==> src/hw/rtl/ils_pkg.sv <==
// Package for the indexed list store: transaction structs, action and status
// codes, cell control codes and default sizes.
// No dependencies.
package ils_pkg;

   // Default sizes handed to the top level parameters
   localparam int CAPACITY_DEFAULT  = 256;
   localparam int WORD_BITS_DEFAULT = 32;

   // Wide enough for a position or count at any capacity up to 4096
   localparam int POS_BITS = 13;

   // Actions
   localparam logic [2:0] ACT_GET    = 3'd0;
   localparam logic [2:0] ACT_SET    = 3'd1;
   localparam logic [2:0] ACT_PUSH   = 3'd2;
   localparam logic [2:0] ACT_POP    = 3'd3;
   localparam logic [2:0] ACT_INSERT = 3'd4;
   localparam logic [2:0] ACT_REMOVE = 3'd5;

   // Status codes
   localparam logic [1:0] ST_OK    = 2'd0;
   localparam logic [1:0] ST_RANGE = 2'd1;
   localparam logic [1:0] ST_FULL  = 2'd2;
   localparam logic [1:0] ST_EMPTY = 2'd3;

   // Cell modes, broadcast to every cell of the chain
   localparam logic [2:0] CM_HOLD   = 3'd0;  // keep word
   localparam logic [2:0] CM_WRITE  = 3'd1;  // target cell loads value
   localparam logic [2:0] CM_INSERT = 3'd2;  // target loads value, cells above take left word
   localparam logic [2:0] CM_REMOVE = 3'd3;  // target and cells above take right word
   localparam logic [2:0] CM_ZERO   = 3'd4;  // target cell cleared
   localparam logic [2:0] CM_CLEAR  = 3'd5;  // every cell cleared

   typedef struct packed {
      logic [2:0]  action;
      logic [8:0]  index;
      logic [31:0] value;
   } req_type;

   typedef struct packed {
      logic [31:0] read_value;
      logic [1:0]  status;
      logic [8:0]  length;
   } rsp_type;

   typedef struct packed {
      logic [2:0]          mode;
      logic [POS_BITS-1:0] tgt;  // target position
      logic [POS_BITS-1:0] cnt;  // list length before the action
   } cell_ctrl_type;

endpackage

==> src/hw/rtl/ils_cell.sv <==
// One storage cell of the indexed list store chain.
// Holds one word and takes its neighbor's word on insert or remove shifts.
// Depends on ils_pkg.
module ils_cell #(
   parameter int POS       = 0,
   parameter int WORD_BITS = ils_pkg::WORD_BITS_DEFAULT
) (
   input  logic                        clock,
   input  logic                        reset,
   input  ils_pkg::cell_ctrl_type      ctrl,
   input  logic [WORD_BITS-1:0]        value,
   input  logic [WORD_BITS-1:0]        left_word,
   input  logic [WORD_BITS-1:0]        right_word,
   output logic [WORD_BITS-1:0]        word,
   output logic [WORD_BITS-1:0]        rd_word
);

   localparam logic [ils_pkg::POS_BITS-1:0] MY_POS = ils_pkg::POS_BITS'(POS);

   logic [WORD_BITS-1:0] word_ff;
   logic [WORD_BITS-1:0] word_in;
   logic                 is_tgt;

   assign is_tgt = (ctrl.tgt == MY_POS);

   always_comb begin
      word_in = word_ff;
      case (ctrl.mode)
         ils_pkg::CM_HOLD: begin
            word_in = word_ff;
         end
         ils_pkg::CM_WRITE: begin
            if (is_tgt) word_in = value;
         end
         ils_pkg::CM_INSERT: begin
            if (is_tgt) word_in = value;
            else if (MY_POS > ctrl.tgt && MY_POS <= ctrl.cnt) word_in = left_word;
         end
         ils_pkg::CM_REMOVE: begin
            // entries at and past the length are zero, so the top one pulls in zero
            if (MY_POS >= ctrl.tgt && MY_POS < ctrl.cnt) word_in = right_word;
         end
         ils_pkg::CM_ZERO: begin
            if (is_tgt) word_in = '0;
         end
         ils_pkg::CM_CLEAR: begin
            word_in = '0;
         end
         default: begin
            word_in = word_ff;
         end
      endcase
   end

   always_ff @(posedge clock) begin
      if (reset) word_ff <= '0;
      else       word_ff <= word_in;
   end

   assign word    = word_ff;
   assign rd_word = is_tgt ? word_ff : '0;

endmodule

==> config.mk <==
export PLATFORM = sky130hd
export DESIGN_NAME = ils_cell
export DESIGN_NICKNAME = d
export VERILOG_FILES = /design/src/hw/rtl/ils_pkg.sv /design/src/hw/rtl/ils_cell.sv
export SDC_FILE = /design/constraint.sdc
export NUM_CORES = 1
export LEC_CHECK = 0
export ABC_AREA = 1
export BUFFER_PORTS_ARGS = -buffer_cell sky130_fd_sc_hd__buf_4
export CAP_MARGIN = 0
export CORE_MARGIN = 3
export CORE_UTILIZATION = 42
export DETAILED_ROUTE_END_ITERATION = 7
export GPL_TIMING_DRIVEN = 0
export PLACE_DENSITY_LB_ADDON = 0.05
export SLEW_MARGIN = 0
export SYNTH_ARGS = -nofsm -noshare
export SYNTH_HDL_FRONTEND = slang
export SYNTH_SLANG_ARGS = --single-unit
==> constraint.sdc <==
create_clock -name clock -period 1.6 [get_ports clock]
set_input_delay 0 -clock clock [delete_from_list [all_inputs] [get_ports clock]]
set_output_delay 0 -clock clock [all_outputs]
set_load 0.005 [all_outputs]
==> metrics.txt <==
Leakage=2.31 nW; via count=3,883; first-pass GRT wire length=16,100 um; cell mode on critical path=nor2_1; type of origin of the critical path=input pin; drt initial violations=between 150 and 200; Skew-Pair Late Insertion Delay=280 ps; max-slew violations=0; RSZ-0062 raised after global routing=true; worst min path class=input pin to flip-flop; worst slew pin tran=around 540 ps; FP Rows=28; status=finished clean; Detailed Routing Iterations Pass 1=5; total gr overflow=0; DP HPWL=slightly above 8000 um; Unique masters post-synth=16; largest net degree at the start of global routing=12; Die Ht=86.6 um; initial core utilization=0.448; Die Wd=86.6 um; final hold viol count=0; share of cells above drive strength 1=0.306; Final setup viols=0; antenna violations before repair=0; Synth top cells by count=nand2_1 (176), inv_1 (101), nand3_1 (96); crit share post-route=0.901; Ys Warns=0; Vias/cell=between 4 and 5; post-synthesis area per instance=5.19 um^2; final wirelength=10,200 um; register-to-register setup slack=930 ps; worst-path cell chain=buf_4 > nor2_1 > nand2_1 > nor2_1 > nand2_1 > buf_2 > clkbuf_2 > buf_2 > nor2_1 > buf_4; most common cell in the netlist=nand2_1; fin crit period=1440 ps; max_cap viols=0; CTS clk-pin slew, worst paths=~70 ps; Area after DPL=0.00425 mm^2; number of CTS-inserted buffers=5; Primary FF master, synth=dfxtp_1; syn_nets=653; Setup WS post-layout=159 ps; sequential fraction of the synthesis area=0.235; antenna-violating nets left=0; Final Wtd Congestion=0.848; Area Growth Syn to Fin=59.7%; Netlist Area Pre-Place=0.00273 mm^2; Place WS=-97.6 ps; number of global-route vias before repair=3,807; Nets=~850; clock root cell=clkbuf_8; non-filler cells, final=800; Critical-path top delay cell=buf_2; WP buf/inv=5; Yosys reg bits=32; cell family with most CP delay=buffers and inverters; top cell type's share of synthesized area=0.242; dominant cells by area after synthesis=nand2_1 (24%), dfxtp_1 (23%), nand3_1 (18%); cell area after layout=0.00436 mm^2; antenna diode count=0; Hold WS=70.7 ps; Worst slew margin=0.641; clk sinks=32; post-synth top area cell=nand2_1; IO Pins=between 150 and 200; post-synthesis async set-or-reset flop share=0; DR WL/cell=12.7 um; CP arrival=1440 ps; PortBufs=190; Req. time, crit path=1600 ps; Total GRT Usage=0.263; CTS tree=done; H-Tree Depth=2; final total power=about 2.2 mW; clock skew=0 ps; setup TNS=0 ps; EDFF count, synth=0; Final Util=0.715; Pwr Density=499 mW/mm^2; CP endpoint kind=output pin; max reg flops=32; core area=0.00610 mm^2; Achievable Freq=694 MHz; post-synthesis cell count=~530; WS Path Type=input pin to output pin; DRC viols=0; post-placement cell count=between 700 and 800; Die Area=between 0.007 and 0.008 mm^2; top fanout value on the critical path=10; CTS Buffer Depth=2; crit-path max cell delay=250 ps; maximum vdd drop=502 uV
==> logic make-up (layout without fill, tap and decap cells) <==
logic type	after synthesis	in the layout	share of synthesized area
flip-flops	32	32	0.235
AO/OA/AOI/OAI	33	33	0.0619
buffers and inverters	133	332	0.198
XOR/XNOR	1	1	0.00321
AND/OR/NAND/NOR	327	327	0.502
==> metal layers <==
metal	share of wire	vias to the layer above	routed length, um	global-route usage
met3	0.095	11	967	0.0656
met2	0.52	159	5290	0.485
met1	0.37	1731	3770	0.294
met4	0.013	0	127	0.0793
li1	-	1982	-	-
met5	0	-	0	0
==> layout make-up <==
type                            instances  area [um^2]
Buffer                                 31          159
Clock buffer                            6         82.6
Clock inverter                          2         15.0
Fill cell                             574         1740
Inverter                              102          383
Multi-Input combinational cell        361         1550
Sequential cell                        32          641
Tap cell                               75         93.8
Timing Repair Buffer                  191         1440
==> where the power goes <==
part	internal, mW	switching, mW
sequential	0.828	0.0268
clock	0.348	0.315
combinational	0.357	0.299
total	1.53	0.641
==> cells in the final DEF, fill, tap and decap left out, types with 3 or more instances in the layout <==
cell type	netlist	routed
buf_4	0	190
clkbuf_1	13	11
nand2_1	176	176
buf_6	3	3
nor2_1	50	50
nand3_1	96	96
clkbuf_8	0	6
inv_1	101	101
a21oi_1	32	32
dfxtp_1	32	32
buf_2	15	15
==> what timing repair did <==
action,CTS,global route
setup buffers,0,0
resized for setup,0,3
hold buffers,1,0
endpoints found under the setup margin,0,35
hold endpoints to repair,2,0
==> worst register-to-register path, cell delays in order, from the launching register on <==
cell and delay, ps:
dfxtp_1 400, nand2_1 80, a21oi_1 130
==> final timing paths <==
| kind | cells past startpoint | to | startpoint |
|---|---|---|---|
| worst max register to register | 2 | word[16] | word[16] |
| worst min register to register | 2 | word[15] | word[15] |
| worst min-delay path | 4 | word[16] | ctrl[27] |
| worst max-delay path | 10 | rd_word[26] | ctrl[23] |
No activity file was read; power rests on OpenSTA's default activity.
